## config.mk

```make
export PLATFORM = sky130hd
export DESIGN_NAME = bf3_accum
export DESIGN_NICKNAME = d
export VERILOG_FILES = /design/src/rtl/bf3_pkg.sv /design/src/rtl/bf3_accum.sv
export SDC_FILE = /design/constraint.sdc
export NUM_CORES = 1
export LEC_CHECK = 0
export BUFFER_PORTS_ARGS = -buffer_cell sky130_fd_sc_hd__buf_2
export CAP_MARGIN = 15
export CORE_MARGIN = 5
export CORE_UTILIZATION = 64
export CTS_BUF_LIST = sky130_fd_sc_hd__clkbuf_8
export CTS_CLUSTER_DIAMETER = 80
export DETAILED_ROUTE_END_ITERATION = 6
export GPL_ROUTABILITY_DRIVEN = 0
export GPL_TIMING_DRIVEN = 0
export MAX_ROUTING_LAYER = met4
export PLACE_DENSITY = 0.85
export SETUP_SLACK_MARGIN = 0.3
export SLEW_MARGIN = 40
export SYNTH_ARGS = -nofsm -noshare
export SYNTH_HDL_FRONTEND = slang
export SYNTH_SLANG_ARGS = --single-unit
export TNS_END_PERCENT = 100
```

## constraint.sdc

```tcl
create_clock -name clk -period 14 [get_ports clk]
set_clock_uncertainty 0.15 [all_clocks]
set_input_delay 0.7 -clock clk [delete_from_list [all_inputs] [get_ports clk]]
set_output_delay 0.7 -clock clk [all_outputs]
set_load 0.005 [all_outputs]
```

## src/rtl/bf3_pkg.sv

```systemverilog
// Shared types and constants of the 3x3 wrap-around box filter.
package bf3_pkg;

  localparam int MAX_WIDTH   = 128;
  localparam int MAX_HEIGHT  = 128;
  localparam int STORE_DEPTH = MAX_WIDTH * MAX_HEIGHT;
  localparam int ADDR_W      = $clog2(STORE_DEPTH);
  localparam int TOTAL_W     = ADDR_W + 1;
  localparam int DIM_W       = 8;
  localparam int COL_W       = $clog2(MAX_WIDTH);
  localparam int ROW_W       = $clog2(MAX_HEIGHT);
  localparam int CHAN_W      = 8;
  localparam int CHANNELS    = 4;
  localparam int WORD_W      = CHAN_W * CHANNELS;
  localparam int SUM_W       = 12;
  localparam int DIV_CNT_W   = $clog2(ADDR_W);

  // floor(s/9) as (s * ceil(2^16/9)) >> 16, exact for s up to 9*255
  localparam int RECIP9      = 7282;
  localparam int RECIP_W     = 13;
  localparam int RECIP_SHIFT = 16;

  localparam logic [1:0] REG_FRAME_WIDTH   = 2'd0;
  localparam logic [1:0] REG_FRAME_HEIGHT  = 2'd1;
  localparam logic [1:0] REG_CHANNEL_COUNT = 2'd2;

  localparam logic REQ_LOAD = 1'b0;
  localparam logic REQ_PULL = 1'b1;

  localparam logic [2:0] CHAN_RGBA = 3'd4;

  localparam logic [DIM_W-1:0] RESET_WIDTH    = DIM_W'(MAX_WIDTH);
  localparam logic [DIM_W-1:0] RESET_HEIGHT   = DIM_W'(MAX_HEIGHT);
  localparam logic [2:0]       RESET_CHANNELS = 3'd3;

  typedef enum logic [5:0] {
    ST_IDLE  = 6'b000001,
    ST_DIV   = 6'b000010,
    ST_SETUP = 6'b000100,
    ST_READ  = 6'b001000,
    ST_DRAIN = 6'b010000,
    ST_DONE  = 6'b100000
  } state_t;

  typedef struct packed {
    logic clear;
    logic add;
  } acc_ctrl_t;

  typedef logic [CHANNELS-1:0][CHAN_W-1:0] pixel_t;

endpackage

```

## src/rtl/bf3_accum.sv

```systemverilog
// Per-channel neighborhood sums and their floor(/9) means.
module bf3_accum (
  input  logic                       clk,
  input  bf3_pkg::acc_ctrl_t         ctrl,
  input  logic [bf3_pkg::WORD_W-1:0] word,
  output bf3_pkg::pixel_t            mean
);

  logic [bf3_pkg::CHANNELS-1:0][bf3_pkg::SUM_W-1:0] sums;
  logic [bf3_pkg::CHANNELS-1:0][bf3_pkg::SUM_W+bf3_pkg::RECIP_W-1:0] prod;

  always_ff @(posedge clk) begin
    for (int c = 0; c < bf3_pkg::CHANNELS; c++) begin
      if (ctrl.clear) begin
        sums[c] <= '0;
      end else if (ctrl.add) begin
        sums[c] <= sums[c] + bf3_pkg::SUM_W'(word[c*bf3_pkg::CHAN_W +: bf3_pkg::CHAN_W]);
      end
    end
  end

  always_comb begin
    for (int c = 0; c < bf3_pkg::CHANNELS; c++) begin
      prod[c] = (bf3_pkg::SUM_W+bf3_pkg::RECIP_W)'(sums[c])
              * (bf3_pkg::SUM_W+bf3_pkg::RECIP_W)'(bf3_pkg::RECIP9);
      mean[c] = prod[c][bf3_pkg::RECIP_SHIFT +: bf3_pkg::CHAN_W];
    end
  end

endmodule

```

==> results.toml <==
[final_layout]
nNetsFinal = 1831
final_core_utilization_pct = 69.1
drive_gt1_share_pct = 8.75
largest-register = "sums"
fin_cells = 1602
multiInputGateArea_sq_um = 9370
area_growth_pct = 6.37
top_regs = "sums x48"
ff_latch_area_sq_um = 961
largest_reg_flops = 48
nFillCells = 1404

[setup_path]
crit_path_top_delay_cell = "dfxtp_1"
crit_path_start_kind = "flip-flop"
r2r_slack_ns = 11.13
crit_fanout = 9
path_buf_inv = 6
crit_chain = "inv_1 > fa_1 > inv_1 > ha_1 > ha_1 > fa_1 > inv_1 > fa_1 > inv_1 > ha_1 > a2111oi_0 > nand2_1 > a211o_1 > a41o_1 > a21oi_1 > xnor2_1 > buf_4 > buf_2"
end_kind = "primary output"
crit_type = "reg2out"
cpPeakStageDelay_ns = 0.57
cp_data_required_time_ns = 13.15
crit_arrival_ns = 5.48
cpMostUsedCell = "inv_1"
cp_top_family = "adder cells"

[synth]
synth_cell_type_count = 59
synthSimpleGateAreaFrac_pct = 9.73
synth_seq_cells = 48
synth_edf_count = 0
synthFlopType = "dfxtp_1"
syn_area_sq_um = 11700
synth_compound_area_share_pct = 10.2
yosysSeqAreaShare_pct = 8.24
synthMuxAreaShare_pct = 1.42
yosys_warnings = 0
syn-instance-count = 1298
synth_xor_area_share_pct = 5.48
synth_nets = 1759
synth_top_family_by_area = "adder cells"
synth-adder-area-share_pct = 53.4
synth-async-reset-ratio_pct = 0
synth.avg_cell_area_sq_um = 8.99

[run_status]
outcome = "completed"

[global_routing]
grt_max_degree = 15
grt-ovfl-total = 0
grt_util_all_layers_pct = 23.9
antenna_found_initial = 2
grt_pass1_wl_um = 41700
grt_pass1_vias = 9183

[placed_design]
io_buffer_count = 65
placed_cells = 1592
hpwl_um = 21200

[power_and_ir_drop]
p_leak_nw = 7.32
peakVddDrop_v = 0.000101
p_per_area_nw_per_um2 = 134
total_power_w = 0.00166

[cts]
holdBufCountCts = 0
insertion_delay_ns = 0.31
cts_tree = "yes"
post-cts-setup-buffers = 0
cts_resized = 0
cts_sinks = 48
cts_made_buffers = 5
cts_buffer_depth = 2
cts.root.buffer_cell = "clkbuf_8"
htreeDepth = 2
clk_pin_slew_ns = 0.10

[timing]
tns_ns = 0
drv_slew = 0
setup_viol = 0
hold_slack_ns = 0.387
finalHoldViolations = 0
worst_slew_pin_slew_ns = 0.809
max-slew-margin-rel_pct = 46.0
fin_crit_sh_pct = 45.2
period_needed_ns = 6.33
rsz0062_at_grt = "false"
max_freq_mhz = 158

[route]
totalWireLength_um = 24200
drcViolationCount = 0
drtIter0Drc = 534
num_vias = 8888
final_antenna_net_count = 0
firstDrtPassIters = 5
wl_per_cell_um = 15.1
vias_per_cell = 5.55

[worst_hold_path]
worstHoldPathType = "reg2reg"

[floorplanning]
dieArea_sq_um = 21000
die_height_um = 145
core_sq_um = 18000
row_count = 49
io_pins = 67
start_util_pct = 64.9
die_w_um = 145

[job]
cap_violations = 0
layout by cell type, fill, tap and decap left out, types with 5 or more instances in the layout:
cell      synthesis  layout
xor2_1           27      27
a21o_1           27      27
nand2_1          32      32
clkbuf_8          0       7
o21a_1           25      25
ha_1            306     306
clkbuf_1         15      15
buf_4            32      32
a211oi_1          8       8
buf_2             0      65
o21ai_0          34      34
nor2_1           69      69
or3_1             7       7
nor2b_1           9       9
nor3_1           25      25
nand3_1          27      27
o211ai_1          5       5
fa_1            120     120
nand4_1          20      20
a21oi_1          55      55
buf_1             5       5
inv_1           272     272
nand2b_1          6       6
xnor2_1          46      46
dfxtp_1          48      48
o22ai_1           6       6
nor4b_1           9       9
mux2i_1          12      12
final cells by class:
type	instances	area share, %
diodes	2	0.0403
inverters	273	8.26
plain buffers	52	2.54
well taps	229	2.31
flip-flops and latches	48	7.74
clock buffers	7	0.776
repair buffers	65	2.62
clock inverters	1	0.242
multi-input cells	925	75.5
path summary, 6_finish.rpt:
| path | startpoint | to | cells after the start |
|---|---|---|---|
| setup / recovery | sums[32] | mean[20] | 18 |
| hold / removal | sums[13] | sums[13] | 2 |
| setup reg to reg | sums[24] | sums[34] | 10 |
| hold reg to reg | sums[13] | sums[13] | 2 |
cell usage after synthesis, types with 3 or more instances:
master | n | area, sq um
o21ai_0 | 34 | 170
a21boi_0 | 3 | 22.5
a211oi_1 | 8 | 60.1
o21a_1 | 25 | 188
nor2b_1 | 9 | 56.3
o311ai_0 | 3 | 26.3
mux2_2 | 4 | 45.0
o22ai_1 | 6 | 37.5
nor3_1 | 25 | 125
a21o_1 | 27 | 203
a21oi_1 | 55 | 275
o211ai_1 | 5 | 37.5
xor2_1 | 27 | 236
buf_4 | 32 | 240
nor4b_1 | 9 | 78.8
mux2i_1 | 12 | 120
nor2_1 | 69 | 259
ha_1 | 306 | 3830
nand2b_1 | 6 | 37.5
fa_1 | 120 | 2400
xnor2_1 | 46 | 403
dfxtp_1 | 48 | 961
inv_1 | 272 | 1020
nand4_1 | 20 | 125
nand3_1 | 27 | 135
nand2_1 | 32 | 120
buf_1 | 5 | 18.8
nor4_1 | 3 | 18.8
clkbuf_1 | 15 | 56.3
or3_1 | 7 | 43.8
nor3b_1 | 3 | 22.5
metrics by stage:
| stage | setup slack [ns] | area, sq um |
|---|---|---|
| after global placement | 8.05 | 12300 |
| after CTS | 7.67 | 12400 |
| after floorplan | 8.51 | 11700 |
| after global routing | 7.36 | 12400 |
| final | 7.67 | 12400 |
| after detailed placement | 8.04 | 12300 |
metal layers:
metal / global-route usage (%) / vias up / routed length, um
li1: - / 4438 / -
met1: 29.7 / 4206 / 10600
met2: 41.7 / 193 / 12100
met3: 2.49 / 51 / 972
met4: 5.84 / 0 / 590
met5: - / - / 0
power by group:
group,internal (W),leakage (nW),switching [W]
sequential,0.000153,0.394,0.0000441
clock,0.0000632,0.0645,0.0000523
combinational,0.000628,6.86,0.000718
cells by family (layout without fill, tap and decap cells):
logic type / count (synthesis) / count (layout)
AND/OR/NAND/NOR: 224 / 224
buffers and inverters: 325 / 398
multiplexers: 16 / 16
XOR/XNOR: 73 / 73
adder cells (fa/ha/maj): 426 / 426
other: 0 / 2
flip-flops: 48 / 48
AO/OA/AOI/OAI: 186 / 186
worst reg2reg max path, cell delays in order (launching register included):
cell	delay, ns
dfxtp_1	0.52
ha_1	0.25
inv_1	0.06
fa_1	0.40
nor2b_1	0.12
o21ai_0	0.10
a21boi_0	0.25
o21a_1	0.17
o21ai_0	0.13
o211ai_1	0.26
mux2_2	0.36
(Power assumes the default switching activity.)
