[config.mk]
export PLATFORM = sky130hd
export DESIGN_NAME = bf3_pos_div
export DESIGN_NICKNAME = d
export VERILOG_FILES = /design/src/rtl/bf3_pkg.sv /design/src/rtl/bf3_pos_div.sv
export SDC_FILE = /design/constraint.sdc
export NUM_CORES = 1
export LEC_CHECK = 0
export ABC_CLOCK_PERIOD_IN_PS = 1900
export BUFFER_PORTS_ARGS = -buffer_cell sky130_fd_sc_hd__buf_2
export CORE_MARGIN = 2
export CORE_UTILIZATION = 40
export CTS_CLUSTER_SIZE = 25
export DETAILED_ROUTE_END_ITERATION = 8
export GPL_TIMING_DRIVEN = 0
export PLACE_DENSITY = 0.61
export SLEW_MARGIN = 20
export SYNTH_ARGS = -nofsm -noshare
export SYNTH_HDL_FRONTEND = slang
export SYNTH_SLANG_ARGS = --single-unit
[constraint.sdc]
create_clock -name clk -period 1.9 [get_ports clk]
set_input_delay 0.095 -clock clk [delete_from_list [all_inputs] [get_ports clk]]
set_output_delay 0.095 -clock clk [all_outputs]
set_load 0.02 [all_outputs]
[src/rtl/bf3_pkg.sv]
// Shared types and constants of the 3x3 wrap-around box filter.
package bf3_pkg;

  localparam int MAX_WIDTH   = 128;
  localparam int MAX_HEIGHT  = 128;
  localparam int STORE_DEPTH = MAX_WIDTH * MAX_HEIGHT;
  localparam int ADDR_W      = $clog2(STORE_DEPTH);
  localparam int TOTAL_W     = ADDR_W + 1;
  localparam int DIM_W       = 8;
  localparam int COL_W       = $clog2(MAX_WIDTH);
  localparam int ROW_W       = $clog2(MAX_HEIGHT);
  localparam int CHAN_W      = 8;
  localparam int CHANNELS    = 4;
  localparam int WORD_W      = CHAN_W * CHANNELS;
  localparam int SUM_W       = 12;
  localparam int DIV_CNT_W   = $clog2(ADDR_W);

  // floor(s/9) as (s * ceil(2^16/9)) >> 16, exact for s up to 9*255
  localparam int RECIP9      = 7282;
  localparam int RECIP_W     = 13;
  localparam int RECIP_SHIFT = 16;

  localparam logic [1:0] REG_FRAME_WIDTH   = 2'd0;
  localparam logic [1:0] REG_FRAME_HEIGHT  = 2'd1;
  localparam logic [1:0] REG_CHANNEL_COUNT = 2'd2;

  localparam logic REQ_LOAD = 1'b0;
  localparam logic REQ_PULL = 1'b1;

  localparam logic [2:0] CHAN_RGBA = 3'd4;

  localparam logic [DIM_W-1:0] RESET_WIDTH    = DIM_W'(MAX_WIDTH);
  localparam logic [DIM_W-1:0] RESET_HEIGHT   = DIM_W'(MAX_HEIGHT);
  localparam logic [2:0]       RESET_CHANNELS = 3'd3;

  typedef enum logic [5:0] {
    ST_IDLE  = 6'b000001,
    ST_DIV   = 6'b000010,
    ST_SETUP = 6'b000100,
    ST_READ  = 6'b001000,
    ST_DRAIN = 6'b010000,
    ST_DONE  = 6'b100000
  } state_t;

  typedef struct packed {
    logic clear;
    logic add;
  } acc_ctrl_t;

  typedef logic [CHANNELS-1:0][CHAN_W-1:0] pixel_t;

endpackage

[src/rtl/bf3_pos_div.sv]
// Restoring divider: raster position / width -> row and column.
module bf3_pos_div (
  input  logic                         clk,
  input  logic                         rst,
  input  logic                         start,
  input  logic [bf3_pkg::ADDR_W-1:0]   dividend,
  input  logic [bf3_pkg::DIM_W-1:0]    divisor,
  output logic                         done,
  output logic [bf3_pkg::ROW_W-1:0]    quotient,
  output logic [bf3_pkg::COL_W-1:0]    remainder
);

  logic                             running;
  logic [bf3_pkg::DIV_CNT_W-1:0]    cnt;
  logic [bf3_pkg::ADDR_W-1:0]       quo;
  logic [bf3_pkg::DIM_W-1:0]        rem;
  logic [bf3_pkg::DIM_W:0]          shifted;
  logic                             fits;

  assign shifted = {rem, quo[bf3_pkg::ADDR_W-1]};
  assign fits    = shifted >= {1'b0, divisor};

  always_ff @(posedge clk) begin
    if (rst) begin
      running <= 1'b0;
      done    <= 1'b0;
      cnt     <= '0;
    end else begin
      done <= 1'b0;
      if (start) begin
        running <= 1'b1;
        cnt     <= '0;
      end else if (running) begin
        cnt <= cnt + 1'b1;
        if (cnt == bf3_pkg::DIV_CNT_W'(bf3_pkg::ADDR_W - 1)) begin
          running <= 1'b0;
          done    <= 1'b1;
        end
      end
    end
  end

  always_ff @(posedge clk) begin
    if (start) begin
      quo <= dividend;
      rem <= '0;
    end else if (running) begin
      quo <= {quo[bf3_pkg::ADDR_W-2:0], fits};
      rem <= fits ? bf3_pkg::DIM_W'(shifted - {1'b0, divisor})
                  : shifted[bf3_pkg::DIM_W-1:0];
    end
  end

  assign quotient  = quo[bf3_pkg::ROW_W-1:0];
  assign remainder = rem[bf3_pkg::COL_W-1:0];

endmodule

==> flow_metrics.env <==
export IMPL_p_sw_w=0.000487
export IMPL_diodes=0
export IMPL_yosysSeqAreaShare_pct=39.4
export IMPL_port_buffer_count=39
export IMPL_cts_path_max_buffers=2
export IMPL_rsz0062_at_grt="yes"
export IMPL_seqPwrFrac_pct=46.3
export IMPL_pin_count=40
export IMPL_async_flop_share_pct=0
export IMPL_setup_slack_ns=-0.0781
export IMPL_synth_area_leaders="edfxtp_1, dfxtp_1, mux2_2, ha_1, buf_4"
export IMPL_root_buffer="clkbuf_8"
export IMPL_insertion_delay_ns=0.27
export IMPL_vdd_drop_max_mv=0.412
export IMPL_layout_min_cycle_time_ns=1.98
export IMPL_core_sq_mm=0.00432
export IMPL_slowest_stage="edfxtp_1"
export IMPL_dpl_hpwl_mm=2.67
export IMPL_pwr_share_clk_pct=20.1
export IMPL_power_density_mw_per_mm2=700
export IMPL_place_congestion=0.806
export IMPL_clk_pin_slew_worst_paths_ns=0.09
export IMPL_synth_edff_count=14
export IMPL_slowest_delay_ns=0.39
export IMPL_routed_wirelength_mm=3.60
export IMPL_grtUsageTotal_pct=14.6
export IMPL_hold_class="in2reg"
export IMPL_area_growth_syn_to_layout_pct=27.9
export IMPL_timing_worst_setup_path_type="reg2reg"
export IMPL_cts_tree="yes"
export IMPL_clock_sinks=28
export IMPL_period_share_pct=104
export IMPL_yosys_top_cells_count="nor2_1, buf_4, inv_1, dfxtp_1, edfxtp_1"
export IMPL_die_area_sq_mm=0.00500
export IMPL_worstMarginPinSlew_ns=0.517
export IMPL_synth_top_cell_by_area="edfxtp_1"
export IMPL_start_util_pct=41.2
export IMPL_syn_area_sq_mm=0.00178
export IMPL_endpoint_kind="flip-flop"
export IMPL_grt_overflow=0
export IMPL_postRouteAntennaNets=0
export IMPL_antenna_found_initial=0
export IMPL_finClkSkew_ns=0.00719
export IMPL_cts_buffers=3
export IMPL_p_comb_share_pct=33.6
export IMPL_drt_pass1_iterations=4
export IMPL_syn_avg_cell_area_sq_um=9.84
export IMPL_start_kind="flip-flop"
export IMPL_grt_max_degree=17
export IMPL_violations="negative setup slack"
export IMPL_std_cell_rows=24
export IMPL_whs_ns=0.126
export IMPL_leakagePower_nw=0.915
export IMPL_slew_headroom_pct=65.5
export IMPL_cts_htree_levels=1
export IMPL_critical_path_arrival_ns=2.17
export IMPL_cap_viol_max_count=0
export IMPL_cp_cell_sequence="inv_2 -> ha_4 -> fa_2 -> nand2b_4 -> a2111oi_4 -> a311oi_2 -> a21o_1 -> a311oi_1"
export IMPL_yosys_warnings=0
export IMPL_wl_per_cell_um=12.8
export IMPL_yosys_area_top_type_share_pct=23.6
export IMPL_fp_dieH_um=70.7
export IMPL_setup_viol=2
export IMPL_die_w_um=70.7
export IMPL_fin_nets=265
export IMPL_route_detailed_drc=0
export IMPL_synth_nets=217
export IMPL_finalHoldViolCount=0
export IMPL_ys_types=42
export IMPL_grt_pass1_vias=1322
export IMPL_drtIter0Drc=74
export IMPL_viasPerCell=5.08
export IMPL_fmax_mhz=506
export IMPL_synth_ff_type="edfxtp_1"
export IMPL_switching_share_pct=30.6
export IMPL_internal_power_w=0.00111
export IMPL_setup_tns_final_ns=-0.0979
export IMPL_drv_slew=0
export IMPL_status="finished with violations"
export IMPL_layout_drive_gt1_share_pct=47.4
export IMPL_syn_inst=181
export IMPL_crit_fanout=3
export IMPL_num_vias=1422
export IMPL_grt_pass1_wl_mm=5.98
export IMPL_yosys_register_bits=28
export IMPL_yosysMostFrequentCell="nor2_1"
export IMPL_required_ns=2.09
-- power by group through the flow --
stage	Combinational (W)	Sequential, W	Clock, W
floorplan	0.000351	0.000732	0
global placement	0.000456	0.000744	0
detailed placement	0.000458	0.000747	0
CTS	0.000524	0.000739	0.000330
global route	0.000592	0.000746	0.000356
finish	0.000536	0.000738	0.000321
-- per-layer routing --
layer | vias to the layer above | part of all wire [%] | track usage [%]
li1 | 736 | - | -
met1 | 653 | 48 | 20.0
met2 | 31 | 47 | 24.4
met3 | 2 | 4.8 | 3.56
met4 | 0 | 0.33 | 1.68
met5 | - | 0 | 0
-- registers in the layout, indices dropped and copies added (netlist names) --
register	cells
running	1
done	1
quo	14
rem	8
cnt	4
-- cells by family (layout without fill, tap and decap cells) --
kind of cell	after synthesis	count (layout)	share of synthesized area, %
xor+xnor	7	7	3.44
buf+inv	35	82	11.2
mux	13	13	8.22
simple gates	51	51	14.1
fa+ha+maj	11	11	8.15
flops	28	28	39.4
compound gates	36	36	15.5
-- placed cells by master (no fill, tap or decap), types with 6 or more instances in the layout --
| cell type | netlist | final |
|---|---|---|
| nand2_1 | 8 | 8 |
| mux2_2 | 13 | 13 |
| nand3_1 | 6 | 6 |
| ha_4 | 0 | 6 |
| nor2_1 | 19 | 17 |
| buf_2 | 0 | 39 |
| edfxtp_1 | 14 | 14 |
| dfxtp_1 | 14 | 9 |
| buf_4 | 16 | 20 |
| inv_1 | 15 | 14 |
-- stage by stage --
stage / setup WS (ns) / instances / util [%] / power, W / instance area (sq um)
after global routing: -0.183 / 280 / 52.7 / 0.00169 / 2280
after CTS: -0.0600 / 279 / 52.1 / 0.00159 / 2250
after global placement: -0.203 / 272 / 47.6 / 0.00120 / 2060
after floorplan: -0.0172 / 181 / - / 0.00108 / 1800
final: -0.0781 / 280 / 52.7 / 0.00159 / 2280
after detailed placement: -0.218 / 272 / 47.6 / 0.00121 / 2060
-- worst paths after layout --
| kind | slack, ns | startpoint | cells past startpoint | to |
|---|---|---|---|---|
| worst max-delay path | -0.08 | quo[13] | 8 | rem[6] |
| worst min-delay path | 0.13 | dividend[5] | 2 | quo[5] |
| worst min register to register | 0.50 | cnt[3] | 2 | done |
| worst max register to register | -0.08 | quo[13] | 8 | rem[6] |
-- final cells by class --
type | instances | area (sq um)
fill | 413 | 2050
clock inverter | 1 | 3.75
tap | 52 | 65.1
buffer | 19 | 139
sequential | 28 | 709
timing repair buffer | 44 | 235
clock buffer | 3 | 41.3
inverter | 15 | 56.3
multi-input combinational | 118 | 1030
-- critical path, delay by kind of cell, from the launching register on --
family	cells	cell delay [ns]
buf+inv	1	0.06
fa+ha+maj	2	0.51
flops	1	0.39
simple gates	1	0.17
compound gates	4	0.79
-- repair_timing --
| action | CTS | global route |
|---|---|---|
| pin swaps | 7 | 3 |
| setup endpoints to repair | 9 | 8 |
| setup buffers | 3 | 1 |
| hold buffers | 1 | 0 |
| resized for setup | 23 | 4 |
| hold endpoints to repair | 1 | 0 |
No activity file was read; power rests on OpenSTA's default activity.
